--- src/rtl/core/gravor_pkg.sv ---
// shared types, register codes and reset values for the gravity orientation debouncer
package gravor_pkg;

    // axis codes
    localparam logic [2:0] AXIS_POS_X   = 3'd0;
    localparam logic [2:0] AXIS_NEG_X   = 3'd1;
    localparam logic [2:0] AXIS_POS_Y   = 3'd2;
    localparam logic [2:0] AXIS_NEG_Y   = 3'd3;
    localparam logic [2:0] AXIS_UNKNOWN = 3'd4;

    // quarter turn code for an unknown orientation
    localparam logic [2:0] TURNS_UNKNOWN = 3'd4;

    // configuration register indexes
    localparam int unsigned CFG_ADDR_W = 3;
    localparam int unsigned CFG_DATA_W = 14;

    localparam logic [CFG_ADDR_W-1:0] REG_AXIS_THRESHOLD = 3'd0;
    localparam logic [CFG_ADDR_W-1:0] REG_DIAG_HYST      = 3'd1;
    localparam logic [CFG_ADDR_W-1:0] REG_STABLE_TIME    = 3'd2;
    localparam logic [CFG_ADDR_W-1:0] REG_POLL_INTERVAL  = 3'd3;
    localparam logic [CFG_ADDR_W-1:0] REG_ALLOWED_MASK   = 3'd4;
    localparam logic [CFG_ADDR_W-1:0] REG_SETUP_TURNS    = 3'd5;
    localparam logic [CFG_ADDR_W-1:0] REG_MOUNT_TURNS    = 3'd6;
    localparam logic [CFG_ADDR_W-1:0] REG_AUTO_ENABLE    = 3'd7;

    // reset values: 0.55 g and 0.12 g in 1/4096 g
    localparam logic [12:0] RST_AXIS_THRESHOLD = 13'd2253;
    localparam logic [11:0] RST_DIAG_HYST      = 12'd492;
    localparam logic [13:0] RST_STABLE_TIME    = 14'd600;
    localparam logic [10:0] RST_POLL_INTERVAL  = 11'd100;
    localparam logic [3:0]  RST_ALLOWED_MASK   = 4'hF;
    localparam logic [1:0]  RST_SETUP_TURNS    = 2'd0;
    localparam logic [1:0]  RST_MOUNT_TURNS    = 2'd0;
    localparam logic        RST_AUTO_ENABLE    = 1'b1;

    localparam logic [15:0] ERROR_COUNT_MAX = 16'hFFFF;

    typedef struct packed {
        logic [31:0]        now_ms;
        logic               read_ok;
        logic signed [15:0] accel_x;
        logic signed [15:0] accel_y;
    } in_item_t;

    typedef struct packed {
        logic [1:0]  effective_turns;
        logic        rotation_changed;
        logic [2:0]  stable_orientation;
        logic [2:0]  stable_axis;
        logic        sample_taken;
        logic [15:0] error_count;
    } out_item_t;

    typedef struct packed {
        logic [12:0] axis_threshold;
        logic [11:0] diagonal_hysteresis;
        logic [13:0] stable_time_ms;
        logic [10:0] poll_interval_ms;
        logic [3:0]  allowed_turns_mask;
        logic [1:0]  setup_turns;
        logic [1:0]  mount_turns;
        logic        auto_enable;
    } cfg_t;

    // classifier verdict for one sample
    typedef struct packed {
        logic [2:0] axis;
        logic [2:0] turns;
    } cls_t;

endpackage

--- src/rtl/core/gravor_classify.sv ---
// dominant axis classification with diagonal hysteresis and turn mapping
module gravor_classify (
    input  logic signed [15:0] accel_x,
    input  logic signed [15:0] accel_y,
    input  gravor_pkg::cfg_t   cfg,
    input  logic [2:0]         cand_axis,
    input  logic [2:0]         settled_axis,
    output gravor_pkg::cls_t   cls
);

    logic [16:0] mag_x;
    logic [16:0] mag_y;
    logic [16:0] top;
    logic [16:0] diff;
    logic        x_ge_y;
    logic [2:0]  axis;
    logic [1:0]  raw_turns;
    logic [1:0]  q_turns;
    logic [3:0]  mask;

    always_comb begin
        mag_x  = accel_x[15] ? (17'd0 - {accel_x[15], accel_x}) : {1'b0, accel_x};
        mag_y  = accel_y[15] ? (17'd0 - {accel_y[15], accel_y}) : {1'b0, accel_y};
        x_ge_y = (mag_x >= mag_y);
        top    = x_ge_y ? mag_x : mag_y;
        diff   = x_ge_y ? (mag_x - mag_y) : (mag_y - mag_x);

        if (top < {4'd0, cfg.axis_threshold}) begin
            axis = gravor_pkg::AXIS_UNKNOWN;
        end else if (diff < {5'd0, cfg.diagonal_hysteresis} &&
                     cand_axis != gravor_pkg::AXIS_UNKNOWN) begin
            axis = cand_axis;
        end else if (diff < {5'd0, cfg.diagonal_hysteresis} &&
                     settled_axis != gravor_pkg::AXIS_UNKNOWN) begin
            axis = settled_axis;
        end else if (x_ge_y) begin
            axis = accel_x[15] ? gravor_pkg::AXIS_NEG_X : gravor_pkg::AXIS_POS_X;
        end else begin
            axis = accel_y[15] ? gravor_pkg::AXIS_NEG_Y : gravor_pkg::AXIS_POS_Y;
        end

        // +Y is upright, then clockwise +X, -Y, -X
        case (axis)
            gravor_pkg::AXIS_POS_X: raw_turns = 2'd1;
            gravor_pkg::AXIS_NEG_Y: raw_turns = 2'd2;
            gravor_pkg::AXIS_NEG_X: raw_turns = 2'd3;
            default:                raw_turns = 2'd0;
        endcase

        q_turns = raw_turns - cfg.mount_turns;
        mask    = (cfg.allowed_turns_mask == 4'd0) ? 4'd1 : cfg.allowed_turns_mask;

        cls.axis = axis;
        if (axis == gravor_pkg::AXIS_UNKNOWN || !mask[q_turns]) begin
            cls.turns = gravor_pkg::TURNS_UNKNOWN;
        end else begin
            cls.turns = {1'b0, q_turns};
        end
    end

endmodule

--- src/rtl/core/gravity_orientation_debouncer.sv ---
// top level of the gravity orientation debouncer
//
// Takes timestamped X/Y accelerometer samples (1/4096 g) on the s_ channel and
// returns one result per sample on the m_ channel: effective rotation, change
// flag, stable orientation and axis, interval gate flag and failed read count.
// Samples closer than poll_interval_ms to the last gated one are passed
// through without touching the orientation state.
//
// The result is registered: it sits in the output register the cycle after
// the transaction. Throughput is one sample per cycle while the receiver
// keeps up; the orientation state is updated by the same single combinational
// pass that builds the result, so each sample sees the state left by the
// previous one. When the receiver stalls, the output register holds its result
// and s_ready drops until it is taken; nothing is lost or repeated.
//
// Reset (aresetn low, synchronous) restores all settings to their defaults,
// sets the orientation state to unknown and clears the error count. Register
// writes through cfg_we/cfg_addr/cfg_wdata take effect the next cycle and do
// not clear the orientation state; write them only while the block is idle.
module gravity_orientation_debouncer (
    input  logic                                  aclk,
    input  logic                                  aresetn,
    input  logic                                  s_valid,
    output logic                                  s_ready,
    input  gravor_pkg::in_item_t                  s_data,
    output logic                                  m_valid,
    input  logic                                  m_ready,
    output gravor_pkg::out_item_t                 m_data,
    input  logic                                  cfg_we,
    input  logic [gravor_pkg::CFG_ADDR_W-1:0]     cfg_addr,
    input  logic [gravor_pkg::CFG_DATA_W-1:0]     cfg_wdata
);

    gravor_pkg::cfg_t      cfg_reg;
    gravor_pkg::cls_t      cls;
    gravor_pkg::out_item_t m_data_reg;
    gravor_pkg::out_item_t m_data_next;

    logic        m_valid_reg;
    logic [2:0]  cand_axis_reg,     cand_axis_next;
    logic [2:0]  settled_axis_reg,  settled_axis_next;
    logic [2:0]  cand_turns_reg,    cand_turns_next;
    logic [2:0]  settled_turns_reg, settled_turns_next;
    logic [31:0] cand_start_reg,    cand_start_next;
    logic [31:0] last_accept_reg,   last_accept_next;
    logic [15:0] fail_count_reg,    fail_count_next;
    logic [1:0]  last_eff_reg,      last_eff_next;

    logic        accept;
    logic        taken;
    logic [31:0] gate_elapsed;
    logic [31:0] cand_elapsed;
    logic [1:0]  auto_turns;
    logic [1:0]  eff_turns;

    assign s_ready = !m_valid_reg || m_ready;
    assign accept  = s_valid && s_ready;
    assign m_valid = m_valid_reg;
    assign m_data  = m_data_reg;

    gravor_classify u_classify (
        .accel_x      (s_data.accel_x),
        .accel_y      (s_data.accel_y),
        .cfg          (cfg_reg),
        .cand_axis    (cand_axis_reg),
        .settled_axis (settled_axis_reg),
        .cls          (cls)
    );

    always_comb begin
        cand_axis_next     = cand_axis_reg;
        settled_axis_next  = settled_axis_reg;
        cand_turns_next    = cand_turns_reg;
        settled_turns_next = settled_turns_reg;
        cand_start_next    = cand_start_reg;
        last_accept_next   = last_accept_reg;
        fail_count_next    = fail_count_reg;
        last_eff_next      = last_eff_reg;

        gate_elapsed = s_data.now_ms - last_accept_reg;
        cand_elapsed = s_data.now_ms - cand_start_reg;
        taken = cfg_reg.auto_enable && (gate_elapsed >= {21'd0, cfg_reg.poll_interval_ms});

        if (accept && taken) begin
            last_accept_next = s_data.now_ms;
            if (!s_data.read_ok) begin
                if (fail_count_reg != gravor_pkg::ERROR_COUNT_MAX) begin
                    fail_count_next = fail_count_reg + 16'd1;
                end
            end else if (cls.turns == gravor_pkg::TURNS_UNKNOWN) begin
                cand_axis_next  = gravor_pkg::AXIS_UNKNOWN;
                cand_turns_next = gravor_pkg::TURNS_UNKNOWN;
                cand_start_next = s_data.now_ms;
            end else if (cls.axis != cand_axis_reg || cls.turns != cand_turns_reg) begin
                cand_axis_next  = cls.axis;
                cand_turns_next = cls.turns;
                cand_start_next = s_data.now_ms;
            end else if (cand_turns_reg != settled_turns_reg &&
                         cand_elapsed >= {18'd0, cfg_reg.stable_time_ms}) begin
                settled_axis_next  = cand_axis_reg;
                settled_turns_next = cand_turns_reg;
            end
        end

        if (cfg_reg.auto_enable && settled_turns_next != gravor_pkg::TURNS_UNKNOWN) begin
            auto_turns = settled_turns_next[1:0];
        end else begin
            auto_turns = 2'd0;
        end
        eff_turns = cfg_reg.setup_turns + auto_turns;

        if (accept) begin
            last_eff_next = eff_turns;
        end

        m_data_next.effective_turns    = eff_turns;
        m_data_next.rotation_changed   = (eff_turns != last_eff_reg);
        m_data_next.stable_orientation = settled_turns_next;
        m_data_next.stable_axis        = settled_axis_next;
        m_data_next.sample_taken       = taken;
        m_data_next.error_count        = fail_count_next;
    end

    always_ff @(posedge aclk) begin
        if (!aresetn) begin
            cfg_reg.axis_threshold      <= gravor_pkg::RST_AXIS_THRESHOLD;
            cfg_reg.diagonal_hysteresis <= gravor_pkg::RST_DIAG_HYST;
            cfg_reg.stable_time_ms      <= gravor_pkg::RST_STABLE_TIME;
            cfg_reg.poll_interval_ms    <= gravor_pkg::RST_POLL_INTERVAL;
            cfg_reg.allowed_turns_mask  <= gravor_pkg::RST_ALLOWED_MASK;
            cfg_reg.setup_turns         <= gravor_pkg::RST_SETUP_TURNS;
            cfg_reg.mount_turns         <= gravor_pkg::RST_MOUNT_TURNS;
            cfg_reg.auto_enable         <= gravor_pkg::RST_AUTO_ENABLE;
        end else if (cfg_we) begin
            case (cfg_addr)
                gravor_pkg::REG_AXIS_THRESHOLD: cfg_reg.axis_threshold <= cfg_wdata[12:0];
                gravor_pkg::REG_DIAG_HYST:   cfg_reg.diagonal_hysteresis <= cfg_wdata[11:0];
                gravor_pkg::REG_STABLE_TIME:    cfg_reg.stable_time_ms <= cfg_wdata[13:0];
                gravor_pkg::REG_POLL_INTERVAL:  cfg_reg.poll_interval_ms <= cfg_wdata[10:0];
                gravor_pkg::REG_ALLOWED_MASK:   cfg_reg.allowed_turns_mask <= cfg_wdata[3:0];
                gravor_pkg::REG_SETUP_TURNS:    cfg_reg.setup_turns <= cfg_wdata[1:0];
                gravor_pkg::REG_MOUNT_TURNS:    cfg_reg.mount_turns <= cfg_wdata[1:0];
                gravor_pkg::REG_AUTO_ENABLE:    cfg_reg.auto_enable <= cfg_wdata[0];
                default: ;
            endcase
        end
    end

    always_ff @(posedge aclk) begin
        if (!aresetn) begin
            m_valid_reg       <= 1'b0;
            cand_axis_reg     <= gravor_pkg::AXIS_UNKNOWN;
            settled_axis_reg  <= gravor_pkg::AXIS_UNKNOWN;
            cand_turns_reg    <= gravor_pkg::TURNS_UNKNOWN;
            settled_turns_reg <= gravor_pkg::TURNS_UNKNOWN;
            cand_start_reg    <= 32'd0;
            last_accept_reg   <= 32'd0;
            fail_count_reg    <= 16'd0;
            last_eff_reg      <= 2'd0;
        end else begin
            if (accept) begin
                m_valid_reg <= 1'b1;
            end else if (m_ready) begin
                m_valid_reg <= 1'b0;
            end
            cand_axis_reg     <= cand_axis_next;
            settled_axis_reg  <= settled_axis_next;
            cand_turns_reg    <= cand_turns_next;
            settled_turns_reg <= settled_turns_next;
            cand_start_reg    <= cand_start_next;
            last_accept_reg   <= last_accept_next;
            fail_count_reg    <= fail_count_next;
            last_eff_reg      <= last_eff_next;
        end
    end

    // payload register, loaded on each input transaction
    always_ff @(posedge aclk) begin
        if (accept) begin
            m_data_reg <= m_data_next;
        end
    end

endmodule

--- config.mk ---
export PLATFORM = sky130hd
export DESIGN_NAME = gravity_orientation_debouncer
export DESIGN_NICKNAME = d
export VERILOG_FILES = /design/src/rtl/core/gravor_pkg.sv /design/src/rtl/core/gravor_classify.sv /design/src/rtl/core/gravity_orientation_debouncer.sv
export SDC_FILE = /design/constraint.sdc
export NUM_CORES = 1
export LEC_CHECK = 0
export BUFFER_PORTS_ARGS = -buffer_cell sky130_fd_sc_hd__buf_2
export CAP_MARGIN = 0
export CORE_MARGIN = 3
export CORE_UTILIZATION = 25
export CTS_BUF_LIST = sky130_fd_sc_hd__clkbuf_8
export DETAILED_ROUTE_END_ITERATION = 6
export HOLD_SLACK_MARGIN = 0.08
export SLEW_MARGIN = 30
export SYNTH_ARGS = -nofsm -noshare
export SYNTH_HDL_FRONTEND = slang
export SYNTH_SLANG_ARGS = --single-unit
--- constraint.sdc ---
create_clock -name aclk -period 19 [get_ports aclk]
set_input_delay 5.7 -clock aclk [delete_from_list [all_inputs] [get_ports aclk]]
set_output_delay 5.7 -clock aclk [all_outputs]
set_load 0.05 [all_outputs]
# Word level (Yosys, flattened, before mapping)
# Index checks and enable logic that the tools add are counted.
# Widths: inputs -> output; s select.
[totals]
reg_bits = 180
inputBits = 87
output_inout_bits = 28
elab_cells = 120
[op_classes]
n_addsub = 9
order_cmp = 6
n_eq_ne = 19
muxes = 37
n_reduce_logical = 26
[ops]
columns = ["op", "n"]
rows = [
  ["$mux 17", 4],
  ["$mux 32", 2],
  ["$sub 32x32->32", 2],
  ["$mux 3", 19],
  ["$mux 16", 3],
  ["$sub 1x16->17 const A", 2],
  ["$sub 17x17->17", 2],
  ["$ge 32x11->1", 1],
  ["$ge 32x14->1", 1],
  ["$eq 3x3->1 const B", 6],
  ["$ge 17x17->1", 1],
  ["$lt 17x12->1", 1],
  ["$lt 17x13->1", 1],
  ["$add 16x1->16 const B", 1],
  ["$ne 16x16->1 const B", 1],
  ["$reduce_and 2->1", 8],
  ["$eq 3x2->1 const B", 3],
  ["$ne 3x3->1", 3],
  ["$ne 3x3->1 const B", 3],
  ["$logic_and 1x1->1", 7],
  ["$eq 3x1->1 const B", 2],
  ["$logic_not 3->1", 2],
  ["$pmux 2 s3", 1],
  ["$mux 1", 5],
  ["other kinds (12)", 16],
]

# Longest topological paths before layout
# Gate-level depths: netlist (run 1).
[depth]
word_depth = 28
depth_mapped = 47
mapped_depth_nobuf = 45

# Cells and area by module
# A second synthesis (run 1) with hierarchy kept.
[hier_totals]
cells_unflattened = 1965
area_unflattened_um2 = 15247.1
[modules_own_cells]
columns = ["module", "n_inst", "cells_per_inst", "area_per_inst_um2", "seq_area_each_um2"]
rows = [
  ["gravity_orientation_debouncer", 1, 1416, 11496.0, 3863.7],
  ["gravor_classify", 1, 549, 3751.1, 0.0],
]

# Worst setup path after synthesis (run 1)
# OpenSTA, ideal clock, no wires.
[synth_path]
path_kind = "in2reg"
from = "in s_data[16] in the netlist's numbering"
to = "reg m_data_reg, in the netlist m_data[23] (data pin)"
t_arrival_ns = 14.204
t_required_ns = 18.744
slack_ns = 4.541
path_stages = 43
path_cell_list = "or4_1 or2_2 o41ai_1 xor2_1 inv_1 ha_1 clkbuf_1 nand4_1 nor4_1 a311o_2 a21oi_2 clkbuf_1 buf_1 clkbuf_1 nor2_1 a21oi_1 ha_1 a21o_1 [... 7 more ...] nand2_1 ha_1 mux2_2 nand2_1 nor2_1 a21oi_1 o21ai_0 nand2_1 o22ai_1 a221o_2 nand2_4 mux2i_1 nor2_1 ha_1 xor2_1 nor3_1 nand3_1 and4_1"
[synth_rtl]
columns = ["item", "line_no", "source"]
rows = [
  ["from (decl)", "gravity_orientation_debouncer.sv:25", "input gravor_pkg::in_item_t s_data,"],
  ["to (signal assigned)", "gravity_orientation_debouncer.sv:180", "m_data_reg <= m_data_next;"],
  ["to (decl)", "gravity_orientation_debouncer.sv:36", "gravor_pkg::out_item_t m_data_reg;"],
]

==> qor.yml, run 1 <==
status: "finished, final reports clean"
overflow: 0
r2r_slack_ns: 11.36
critical_path_arrival_ns: 14.78
cp.required_ns: 19.28
postCtsHoldBufs: 0
r2r_end: "m_data[23]"
post_cts_buffers: 0
fin_setup_tns_ns: 0
cts_max_path_buffers: 2
clkTransAtPathRegs_ns: 0.11
ys_async_sr_fraction: 0
min_period_ns: 14.50
drt_iter0_drc: 779
crit_top_cell: "ha_1"
layout-drive-gt1-share: 0.107
gp_congestion: 0.911
io_pins: 115
wl_per_cell_um: 15.9
cp_max_fo: 42
synthCells: 1887
crit_path_end: "m_data[23]"
power_per_cell_area_nw_per_um2: 69.5
cp_num_cells: 40
post-dp-hpwl_um: 34700
setup_viol: 0
fin_crit_sh: 0.763
cts_buffers: 17
grt_setup_unrepaired: "no"
first_pass_iters: 5
wirelength_um: 43300
syn_area_um2: 14700
critPathTopFamily: "compound AO/OA/AOI/OAI gates"
p_total_uw: 1140
num-fill-cells: 6229
area_growth_pct: 11.5
grt_pass1_wl_um: 68500
cts_resized: 0
rr_startpoint: "last_accept_reg[0]"
track_usage: 0.135
layout.nets: 2188
htreeDepth: 4
port_buffers: 114
antenna_found_initial: 7
maxCapViolCount: 0
grt_pass1_vias: 12600
vias: 13500
cts_root_buf: "clkbuf_8"
cts_tree: "built"
ys_warn_count: 0
rows: 88
chipHeight_um: 249
max_slew_margin: 0.443
syn_nets: 2126
r2r_cells: 30
hold_violations: 0
cp-end-kind: "flip-flop"
tightestPinTransition_ns: 0.823
core_area_um2: 58000
hp-class: "reg2reg"
worstSetupStartpoint: "s_data[16]"
ys_ff_latch: 180
skew_ns: 0.0212
ant_nets: 0
postSynthAreaPerCell_um2: 7.81
synth-edff-count: 26
die-width_um: 249
crit_type: "in2reg"
ir_drop_uv: 50.7
synth.area.top_cells: "dfxtp_1 (21%), ha_1 (13%), a21oi_1 (6.3%), edfxtp_1 (5.3%), nor2_1 (5.1%)"
start_util: 0.254
drc: 0
largest_register_ffs: 59
ys_seq_area_frac: 0.262
insertion_delay_ns: 0.53
grt_max_degree: 67
max_freq_mhz: 69.0
fp.dieArea_um2: 61900
synth_cell_types: 96
synth_top_area_share: 0.209
vias_per_cell: 4.96
synth.largest_area_cell: "dfxtp_1"
crit_slowest_cell: "a311oi_1"
final_max_slew_viol_count: 0
clock_sinks: 180
path_buf_inv: 3
worstSetupStartpointType: "input port"
critical-path-max-stage-delay_ns: 0.61
p_leak_uw: 0.00673
synthFlopType: "dfxtp_1"
[power breakdown]
group / total, uW / switching, uW / internal (uW) / leakage [uW]
registers: 408 / 7.25 / 401 / 0.00151
logic: 449 / 279 / 170 / 0.00501
clock network: 286 / 181 / 106 / 0.000215
total: 1140 / 467 / 676 / 0.00673
[worst min-delay path by stage]
stage                       end        start  cells past startpoint
floorplan           cfg_reg[10]  cfg_reg[10]                      2
global placement    cfg_reg[35]  cfg_reg[35]                      2
detailed placement  cfg_reg[28]  cfg_reg[28]                      2
CTS                 cfg_reg[28]  cfg_reg[28]                      2
global route        cfg_reg[47]  cfg_reg[47]                      2
finish              cfg_reg[56]  cfg_reg[56]                      2
[synthesized netlist by cell type (8+ instances only)]
library cell  instances
mux2i_1              63
xor2_1               47
xnor2_1              47
or2_2                 8
and2_1               30
clkbuf_1             66
a21oi_1             186
nand2_1             177
o21ai_0              63
edfxtp_1             26
dfxtp_1             154
nor2b_1              23
nand4_1              25
nor4_1               10
a31oi_1              10
a221oi_1              9
a211oi_1             15
o21a_1               17
a311oi_1              8
ha_1                148
nor3_1               29
a21o_1               30
or3_1                11
nor3b_1               9
nand3_1              43
nor2_1              200
inv_1               176
and3_1               16
o211ai_1             30
or4_1                10
nand2b_1             26
o31ai_1              11
a21boi_0              8
o21bai_1              9
[cell families after synthesis]
family / after synthesis / synth area share
xor gates and xnor gates: 94 / 0.0558
other: 2 / 0.000509
muxes: 75 / 0.0545
and+or+nand+nor: 645 / 0.211
AOI/OAI and AO/OA: 484 / 0.216
adders and majority gates: 152 / 0.131
DFF: 180 / 0.262
buffers and inverters: 255 / 0.0693
[tightest hold or removal path: cells and delay by family, from the launching register on]
kind | cells | cell delay, ns
compound gates | 1 | 0.05
flops | 1 | 0.33
simple gates | 1 | 0.05
[cell type report]
type / instances / area [um2] / area share
Antenna cell: 2 / 5.00 / 0.000304
Inverter: 177 / 666 / 0.0405
Timing Repair Buffer: 121 / 623 / 0.0379
Multi-Input combinational cell: 1452 / 9890 / 0.602
Tap cell: 765 / 957 / 0.0582
Clock inverter: 15 / 199 / 0.0121
Sequential cell: 180 / 3860 / 0.235
Clock buffer: 17 / 234 / 0.0142
[stage by stage]
stage	area, um2	util	instances	setup WS (ns)	hold slack [ns]
2_1_floorplan	14700	-	1887	4.54	0.433
3_3_place_gp	16000	0.276	2695	4.38	0.447
5_1_grt	16400	0.283	2727	3.81	0.481
3_5_place_dp	16000	0.276	2695	3.97	0.450
6_report	16400	0.283	2729	4.50	0.465
4_1_cts	16400	0.283	2727	4.56	0.467
[placed cells by master, fill, tap and decap left out, types with 11 or more instances in the layout]
cell type / count
or3_1: 11
clkbuf_8: 17
a211oi_1: 15
mux2i_1: 63
buf_2: 114
xnor2_1: 47
a21oi_1: 185
inv_1: 176
nor2_1: 200
o21ai_0: 63
nand3_1: 43
o211ai_1: 30
and3_1: 16
nor3_1: 28
a21o_1: 30
and2_1: 29
o21a_1: 17
nand2_1: 177
o31ai_1: 11
nand2b_1: 26
xor2_1: 47
dfxtp_1: 154
ha_1: 148
nor2b_1: 23
edfxtp_1: 26
nand4_1: 25
[routing by layer]
layer  GRT usage  vias to the layer above  wire length (um)  share of wire
met4      0.0445                       10              1280          0.029
met2       0.221                      318             19700           0.46
li1            -                     6809                 -              -
met3      0.0303                       75              2110          0.049
met1       0.176                     6330             20100           0.46
met5           0                        -                58         0.0013
Note: power is estimated with default switching activity, not from simulation.
==> run 2: changes to the inputs <==
clock period = 12.6 ns   (was 19 ns; I/O delays follow)
==> run 2 against run 1 <==
Routed wire length rose by 0.22%. Sequential share of layout area decreased by 0.13 points. Critical path depth rose by 1. Combinational power is 52% higher. First-iteration DRC count down 12%. Clock skew up 0.0033 ns. Hold slack got worse by 0.0029 ns. Die area stayed put. Highest routed layer unchanged. Clock-buffer cell count is the same. Largest power group unchanged.
==> qor.yml, run 2 (synthesis gave the netlist of run 1 again) <==
first_pass_iters: 6
antenna_found_initial: 7
clock_sinks: 180
setup_ws_ns: 0.643
hp-class: "reg2reg"
core_area_um2: 58000
fin_cells: 2739
worstSetupStartpointType: "input port"
setup_viol: 0
layout-drive-gt1-share: 0.112
cp-end-kind: "flip-flop"
track_usage: 0.137
dp_cells: 2704
crit_type: "in2reg"
overflow: 0
max_slew_margin: 0.444
fp.dieArea_um2: 61900
drc: 0
grt_pass1_wl_um: 69200
p_leak_uw: 0.00677
ant_nets: 0
wirelength_um: 43400
vias: 13600
p_total_uw: 1720
insertion_delay_ns: 0.55
critical_path_arrival_ns: 12.26
critical-path-max-stage-delay_ns: 0.53
status: "finished, final reports clean"
layout_commonest_cell: "nor2_1"
largest_register_ffs: 59
fin_crit_sh: 0.949
cts_buffers: 17
clkTransAtPathRegs_ns: 0.10
area_growth_pct: 12.1
gp_congestion: 0.905
die-width_um: 249
cts_tree: "built"
hold_violations: 0
layout_common_cells: "nor2_1 (200), a21oi_1 (185), nand2_1 (177), inv_1 (176), dfxtp_1 (154)"
port_buffers: 114
chipHeight_um: 249
crit_slowest_cell: "or4_4"
cp_max_fo: 21
cp.required_ns: 12.90
io_pins: 115
skew_ns: 0.0246
layout.nets: 2197
grt_pass1_vias: 13000
cts_max_path_buffers: 2
grt_max_degree: 62
final_max_slew_viol_count: 0
maxCapViolCount: 0
wl_per_cell_um: 15.8
drt_iter0_drc: 682
tightestPinTransition_ns: 0.825
ir_drop_uv: 63.2
start_util: 0.254
rows: 88
cts_root_buf: "clkbuf_8"
post-dp-hpwl_um: 34700
htreeDepth: 4
max_freq_mhz: 83.6
power_per_cell_area_nw_per_um2: 104
dp_slack_ns: 0.0519
min_period_ns: 11.96
vias_per_cell: 4.95
## run 2: cell count changes in the layout (fill, tap and decap cells not counted), moves of 2 or more
cell | before | now
clkinvlp_4 | 0 | 2
inv_12 | 5 | 0
buf_4 | 7 | 14
buf_12 | 0 | 2
## run 2: metal layers
metal  wire [um]  global-route usage
met3        2040              0.0306
met4        1390              0.0545
met2       19700               0.220
met1       20200               0.179
met5          61                   0
## run 2: critical path, delay by kind of cell
kind | cells | cell delay [ns]
XOR/XNOR | 2 | 0.50
multiplexers | 3 | 0.62
AND/OR/NAND/NOR | 14 | 2.27
buffers and inverters | 4 | 0.64
adder cells (fa/ha/maj) | 4 | 1.30
AO/OA/AOI/OAI | 14 | 3.12
## run 2: path summary, 6_finish.rpt
path	from	end	slack [ns]	cells after the start
setup / recovery	s_data[4]	m_data[23]	0.64	41
hold / removal	cfg_reg[51]	cfg_reg[51]	0.46	2
setup reg to reg	last_accept_reg[0]	m_data[23]	5.15	30
hold reg to reg	cfg_reg[51]	cfg_reg[51]	0.46	2
## run 2: repair_timing
| action | in CTS | in global routing |
|---|---|---|
| hold buffers | 0 | 0 |
| endpoints found under the setup margin | 0 | 1 |
| setup buffers | 0 | 0 |
| hold endpoints to repair | 0 | 0 |
| gates resized for setup | 0 | 2 |
## run 2: report_power, final
group	internal (uW)	switching, uW
Sequential	604	11.4
Combinational	265	418
Clock	169	257
Total	1040	687
## run 2: per-stage QoR
step | cell area (um2) | TNS (ns) | util | hold slack, ns
after floorplan | 14700 | 0 | - | 0.433
after global placement | 16100 | 0 | 0.277 | 0.445
after detailed placement | 16100 | 0 | 0.277 | 0.447
after CTS | 16500 | 0 | 0.285 | 0.464
after global routing | 16500 | -0.0269 | 0.285 | 0.480
final | 16500 | 0 | 0.285 | 0.462
## run 2: area by class of cell
class / count / area (um2)
fillers: 6201 / 41500
clock buffers: 17 / 234
clock inverters: 15 / 190
inverters: 177 / 666
multi-input cells: 1452 / 9900
repair buffers: 130 / 716
diodes: 3 / 7.51
flip-flops and latches: 180 / 3860
well taps: 765 / 957
==> run 3: changes to the inputs <==
CELL_PAD_IN_SITES_DETAIL_PLACEMENT = 0   (was not set)
CELL_PAD_IN_SITES_GLOBAL_PLACEMENT = 2   (was not set)
PLACE_DENSITY_LB_ADDON = 0.1   (was not set)
==> run 3 against run 2 <==
Global-route usage is 2.1 points higher. Clock-buffer cell count stayed put. Register-to-register slack better by 0.20 ns. First-iteration DRC count fell by 11%. Combinational power up 3.7%. Sequential cell count did not move. Worst setup slack improved by 0.18 ns. Critical path type unchanged.
==> qor.yml, run 3 (synthesis gave the netlist of run 1 again) <==
start_util: 0.254
layout.nets: 2206
final_area_um2: 16600
critical_path_arrival_ns: 12.12
track_usage: 0.159
grt_setup_unrepaired: "no"
drc: 0
critical-path-max-stage-delay_ns: 0.61
fin_crit_sh: 0.935
rr_startpoint: "last_accept_reg[0]"
core_area_um2: 58000
cp-end-kind: "flip-flop"
max_slew_margin: 0.448
port_buffers: 114
crit_type: "in2reg"
grt_pass1_vias: 13100
tightestPinTransition_ns: 0.821
maxCapViolCount: 0
holdPathStages: 2
chipHeight_um: 249
grt_max_degree: 66
io_pins: 115
setup_viol: 0
overflow: 0
antenna_found_initial: 5
vias_per_cell: 4.86
ant_nets: 0
cts_max_path_buffers: 2
area_growth_pct: 12.7
max_freq_mhz: 84.9
vias: 13300
r2r_cells: 30
wl_per_cell_um: 17.9
insertion_delay_ns: 0.57
layout-drive-gt1-share: 0.116
min_from: "cfg_reg[34]"
fin_setup_tns_ns: 0
layout_commonest_cell: "nor2_1"
largest_register_ffs: 59
clock_sinks: 180
ir_drop_uv: 69.6
post-dp-hpwl_um: 39100
final_util: 0.286
wirelength_um: 49200
final_max_slew_viol_count: 0
layout_common_cells: "nor2_1 (200), a21oi_1 (185), nand2_1 (177), inv_1 (176), dfxtp_1 (154)"
p_leak_uw: 0.00683
r2r_end: "m_data[23]"
cts_root_buf: "clkbuf_8"
rows: 88
cts_buffers: 17
grt_pass1_wl_um: 77100
dpl_cell_area_um2: 16200
r2r_slack_ns: 5.35
crit_slowest_cell: "or4_1"
clkTransAtPathRegs_ns: 0.12
cp_max_fo: 37
post_cts_buffers: 0
worstSetupStartpointType: "input port"
first_pass_iters: 5
htreeDepth: 4
hold_violations: 0
drt_iter0_drc: 609
min_period_ns: 11.78
cp.required_ns: 12.95
hp-class: "reg2reg"
hold_path_end: "cfg_reg[34]"
die-width_um: 249
power_per_cell_area_nw_per_um2: 106
cts_tree: "built"
whs_ns: 0.460
fp.dieArea_um2: 61900
gp_congestion: 0.833
status: "finished, final reports clean"
skew_ns: 0.0200
==> run 3: routing by layer <==
metal  global-route usage  share of wire  vias to the layer above
met1                0.209           0.48                     6275
met5                    0        0.00083                        -
met4               0.0462          0.020                        6
met2                0.265           0.47                      184
met3               0.0286          0.030                       45
li1                     -              -                     6834
==> run 3: what timing repair did <==
action                                  4_1_cts  5_1_grt
resized for setup                             0        1
hold buffers                                  0        0
endpoints found under the setup margin        0        1
endpoints found under the hold margin         0        0
==> run 3: critical path: cells and delay by family <==
family | cells | cell delay, ns
simple gates | 17 | 2.77
xor+xnor | 3 | 0.54
mux | 3 | 0.84
compound gates | 12 | 2.32
buf+inv | 3 | 0.41
fa+ha+maj | 4 | 1.44
==> run 3: how the worst max path moves through the flow <==
stage / startpoint / end / slack [ns] / depth (start not counted)
5_1_grt: s_data[16] / m_data[23] / 0.03 / 45
4_1_cts: s_data[16] / m_data[23] / 0.79 / 43
2_1_floorplan: s_data[16] / m_data[23] / 0.06 / 43
3_3_place_gp: s_data[16] / m_data[23] / 0.43 / 42
3_5_place_dp: s_data[16] / m_data[23] / 0.13 / 43
6_report: s_data[16] / m_data[23] / 0.82 / 42
==> run 3: per-stage QoR <==
| step | cells | setup slack, ns | total power, uW |
|---|---|---|---|
| after CTS | 2745 | 0.786 | 1810 |
| final | 2746 | 0.820 | 1770 |
| after global routing | 2746 | 0.0254 | 1910 |
| after detailed placement | 2713 | 0.132 | 1340 |
| after floorplan | 1887 | 0.0605 | 1120 |
| after global placement | 2713 | 0.427 | 1340 |
==> run 3: area by class of cell <==
class	count	area [um2]
clock inverter	15	199
timing repair buffer	139	796
sequential	180	3860
clock buffer	17	234
tap	765	957
multi-input combinational	1452	9900
fill	6294	41400
antenna	1	2.50
inverter	177	667
==> run 3: power breakdown <==
part | internal [uW] | switching [uW] | total, uW
clock network | 156 | 290 | 446
logic | 269 | 440 | 709
registers | 604 | 10.6 | 615
